===== src/hdl/sdd_div_pipe.sv =====
module sdd_div_pipe #(
    parameter int NUM_W = 53,
    parameter int DEN_W = 23,
    parameter int QUO_W = 31,
    parameter int SB_W  = 2
) (
    input  logic             clk,
    input  logic [QUO_W-1:0] en,
    input  logic [NUM_W-1:0] num,
    input  logic [DEN_W-1:0] den,
    input  logic [SB_W-1:0]  sb_in,
    output logic [QUO_W-1:0] quo,
    output logic [SB_W-1:0]  sb_out
);

    // One quotient bit per stage, restoring form; the caller guarantees
    // that the numerator's top bits are already below the divisor.
    logic [DEN_W-1:0] rem_reg  [QUO_W];
    logic [QUO_W-1:0] quo_reg  [QUO_W];
    logic [QUO_W-1:0] nbit_reg [QUO_W];
    logic [SB_W-1:0]  sb_reg   [QUO_W];

    logic [DEN_W-1:0] rem_in  [QUO_W];
    logic [QUO_W-1:0] quo_in  [QUO_W];
    logic [QUO_W-1:0] nbit_in [QUO_W];
    logic [SB_W-1:0]  sb_in_s [QUO_W];

    logic [DEN_W-1:0] rem_next  [QUO_W];
    logic [QUO_W-1:0] quo_next  [QUO_W];
    logic [QUO_W-1:0] nbit_next [QUO_W];

    genvar s;
    generate
        for (s = 0; s < QUO_W; s++)
        begin : g_stage
            logic [DEN_W:0] trial;
            logic           ge;

            // Pick the stage input
            if (s == 0)
            begin : g_first
                assign rem_in[s]  = DEN_W'(num >> QUO_W);
                assign quo_in[s]  = '0;
                assign nbit_in[s] = num[QUO_W-1:0];
                assign sb_in_s[s] = sb_in;
            end
            else
            begin : g_rest
                assign rem_in[s]  = rem_reg[s-1];
                assign quo_in[s]  = quo_reg[s-1];
                assign nbit_in[s] = nbit_reg[s-1];
                assign sb_in_s[s] = sb_reg[s-1];
            end

            // Shift in the next numerator bit and try the subtract
            assign trial        = {rem_in[s], nbit_in[s][QUO_W-1]};
            assign ge           = (trial >= {1'b0, den});
            assign rem_next[s]  = ge ? DEN_W'(trial - {1'b0, den}) : DEN_W'(trial);
            assign quo_next[s]  = {quo_in[s][QUO_W-2:0], ge};
            assign nbit_next[s] = nbit_in[s] << 1;

            always_ff @(posedge clk)
            begin
                if (en[s])
                begin
                    rem_reg[s]  <= rem_next[s];
                    quo_reg[s]  <= quo_next[s];
                    nbit_reg[s] <= nbit_next[s];
                    sb_reg[s]   <= sb_in_s[s];
                end
            end
        end
    endgenerate

    assign quo    = quo_reg[QUO_W-1];
    assign sb_out = sb_reg[QUO_W-1];

endmodule


===== config.mk =====
export PLATFORM = sky130hd
export DESIGN_NAME = sdd_div_pipe
export DESIGN_NICKNAME = d
export VERILOG_FILES = /design/src/hdl/sdd_div_pipe.sv
export SDC_FILE = /design/constraint.sdc
export NUM_CORES = 2
export LEC_CHECK = 0
export BUFFER_PORTS_ARGS = -buffer_cell sky130_fd_sc_hd__buf_2
export CAP_MARGIN = 20
export CORE_AREA = 10 10 564 428
export CTS_CLUSTER_DIAMETER = 150
export CTS_CLUSTER_SIZE = 8
export DETAILED_ROUTE_END_ITERATION = 10
export DIE_AREA = 0 0 574 438
export PLACE_DENSITY = 0.51
export SLEW_MARGIN = 20
export SYNTH_ARGS = -nofsm -noshare
export SYNTH_HDL_FRONTEND = slang
export SYNTH_SLANG_ARGS = --single-unit

===== constraint.sdc =====
create_clock -name clk -period 6.5 [get_ports clk]
set_clock_uncertainty 0.05 [all_clocks]
set_input_delay 0.65 -clock clk [delete_from_list [all_inputs] [get_ports clk]]
set_output_delay 0.65 -clock clk [all_outputs]
set_load 0.005 [all_outputs]

==> results.cfg <==
[drt]
drc_errors = 0
dr.pass1.iters = 6
routedWlPerCell_um = 22.2
viasPerCell = 5.50
drt-total-wl_um = 243000
drtIter0Drc = 4502
antenna_left = 0
num_vias = 60300

[sta]
fin_crit_ns = 4.48
finalHoldViolCount = 0
setup_viol = 0
fin_crit_sh_pct = 68.9
fin_setup_tns_ns = 0
drv_slew = 0
fmax_mhz = 223
whs_ns = 0.0743
rsz0062_at_grt = false
max_slew_margin_pct = 32.0
worst_pin_slew_ns = 1.02

[setup_path]
slowest_delay_ns = 0.81
crit_family = compound AO/OA/AOI/OAI gates
crit_fanout = 31
cp_data_required_time_ns = 7.04
path_cells = buf_2, ha_1, fa_1, nor2b_1, o21ai_1, a21oi_1, o31ai_1, a311oi_1, a221oi_2, a21oi_1, a2111o_1, buf_4, nor2_1, a21oi_1
cp_num_buf_inv = 2
cp-start-kind = input port
arrival_ns = 5.02
criticalPathCategory = input port to flop
endpoint_kind = flop
crit_path_frequent_cell = a21oi_1
worst_path_max_delay_cell = a2111o_1

[layout]
area_delta_synth_final_pct = 12.8
final_common_cell = edfxtp_1
fin_cells = 11000
largest_reg_flops = 690
final_nets = 8701
drive_above_1_share_pct = 11.2
layout_common_cells = 1,713 x edfxtp_1, 713 x ha_1, 619 x a21oi_1

[clocking]
cts_buffers = 240
clock_latency_ns = 0.88
cts_root_buf = clkbuf_16
ctsResizeCount = 0
clk_pin_slew_ns = 0.05
cts_max_path_buffers = 4
cts_max_level = 4
cts_sinks = 1713
cts_tree = yes

[logic_synthesis]
synth_edf_count = 1713
synth_cell_type_count = 86
seq_area_frac_synth_pct = 56.2
ys_warn_count = 0
synth.area.mux_share_pct = 3.52
synth_top_family_by_area = compound AO/OA/AOI/OAI gates
yosys.area_share.simple_pct = 8.53
synth_adder_area_share_pct = 10.4
syn_area_per_cell_um2 = 12.3
synth-xor-area-share_pct = 5.37
async_flop_share_pct = 0
ys_ff_latch = 1713
syn_inst = 7441
syn_nets = 8294
synth_area_um2 = 91500
synthFlopType = edfxtp_1
synth-compound-area-share_pct = 14.3

[power_and_ir_drop]
p_leak_nw = 39.8
max-vdd-ir-drop_mv = 0.276
cellPowerDensity_nw_per_um2 = 512
power.total_mw = 52.9

[placed_design]
hpwl_um = 173000
place.gp.congestion = 0.907
place_inst = 10700
portBuffers = 142

[die]
core_um2 = 230000
dieHeight_um = 438
die_w_um = 574
ios = 143
rows = 153
start_util_pct = 39.7
die_area_um2 = 251000

[global_routing]
grt_start_max_net_pins = 57
gr-total-overflow = 0
antenna_found_initial = 15
grt_pass1_wl_um = 365000
grt_use_total_pct = 18.6
grt_pass1_vias = 58700

[job]
maxCapViolCount = 0

[run_status]
status = finished clean

[hold_path]
min_path_type = input port to flop
synth_stat cells, drive strengths merged, types with 10 or more instances:
master	n	area (um^2)
mux2i	29	290
o31ai	50	375
a21oi	623	3130
o31a	27	236
a21boi	35	263
nand4	94	588
buf	31	184
o21ai	541	2710
or2	24	150
xor2	233	2040
mux2	260	2930
nor4	12	81.3
a31oi	76	490
and3	49	307
nor3b	11	82.6
o211a	10	100
inv	243	912
fa	30	601
o2111ai	13	114
a211oi	46	355
a2111oi	22	287
nor2b	107	669
nor2	458	1720
o211ai	23	178
nand2	549	2060
o41ai	18	214
or3	24	150
a21o	315	2360
nand2b	100	626
and2	13	81.3
nor3	89	445
nand3	91	455
o21bai	62	465
and4	16	140
xnor2	328	2870
edfxtp	1713	51400
ha	713	8920
clkbuf	113	424
o21a	88	661
a211o	25	219
o221ai	10	87.6
a31o	13	114
o22ai	13	81.3
repair_timing:
item                       in CTS  in global routing
hold buffers                   34                  0
buffers inserted                0                  0
setup endpoints to repair       0                  0
hold endpoints to repair       34                  0
final timing paths:
| path | to | from | slack (ns) | cells after the start |
|---|---|---|---|---|
| setup / recovery | rem_reg[1][231] | den[0] | 2.02 | 14 |
| hold reg to reg | nbit_reg[1][53] | nbit_reg[1][22] | 0.30 | 0 |
| setup reg to reg | rem_reg[1][231] | nbit_reg[1][299] | 2.24 | 14 |
| hold / removal | rem_reg[0][20] | num[50] | 0.07 | 3 |
through the flow:
step / utilization, % / area (um^2) / setup WS, ns
final: 44.8 / 103000 / 2.02
after global routing: 44.8 / 103000 / 1.84
after CTS: 44.8 / 103000 / 2.12
after detailed placement: 42.0 / 96700 / 1.22
after global placement: 42.0 / 96700 / 1.28
after floorplan: - / 91500 / 2.34
kinds of logic (layout without fill, tap and decap cells):
logic type	Yosys count	in the layout
buffers and inverters	387	802
other	0	3
multiplexers	289	289
AND/OR/NAND/NOR	1667	1667
AO/OA/AOI/OAI	2081	2081
flip-flops	1713	1713
XOR/XNOR	561	561
adder cells (fa/ha/maj)	743	743
report_power, final:
group	switching, mW	internal [mW]
logic	13.1	10.3
clock network	4.45	6.46
registers	1.95	16.6
per-layer routing:
metal	vias to the layer above	share of wire (%)	track usage (%)	routed length [um]
met5	-	0.0086	0	21
met4	4	3.2	5.72	7790
met3	390	6.1	3.58	14900
met2	1681	40	26.6	98000
met1	29200	50	28.4	122000
li1	29100	-	-	-
cell type report:
class | instances | area (um^2)
flip-flops and latches | 1713 | 51400
repair buffers | 309 | 2130
inverters | 243 | 915
well taps | 3100 | 3880
clock buffers | 243 | 6060
clock inverters | 7 | 144
multi-input cells | 5341 | 38700
diodes | 3 | 7.51
fillers | 21000 | 127000
worst reg2reg max path: cells and delay by family (launching register included):
family	cells	cell delay [ns]
buffers and inverters	2	0.43
flip-flops	1	0.42
AND/OR/NAND/NOR	2	0.18
AO/OA/AOI/OAI	8	2.53
adder cells (fa/ha/maj)	2	0.40
(Power assumes the default switching activity.)
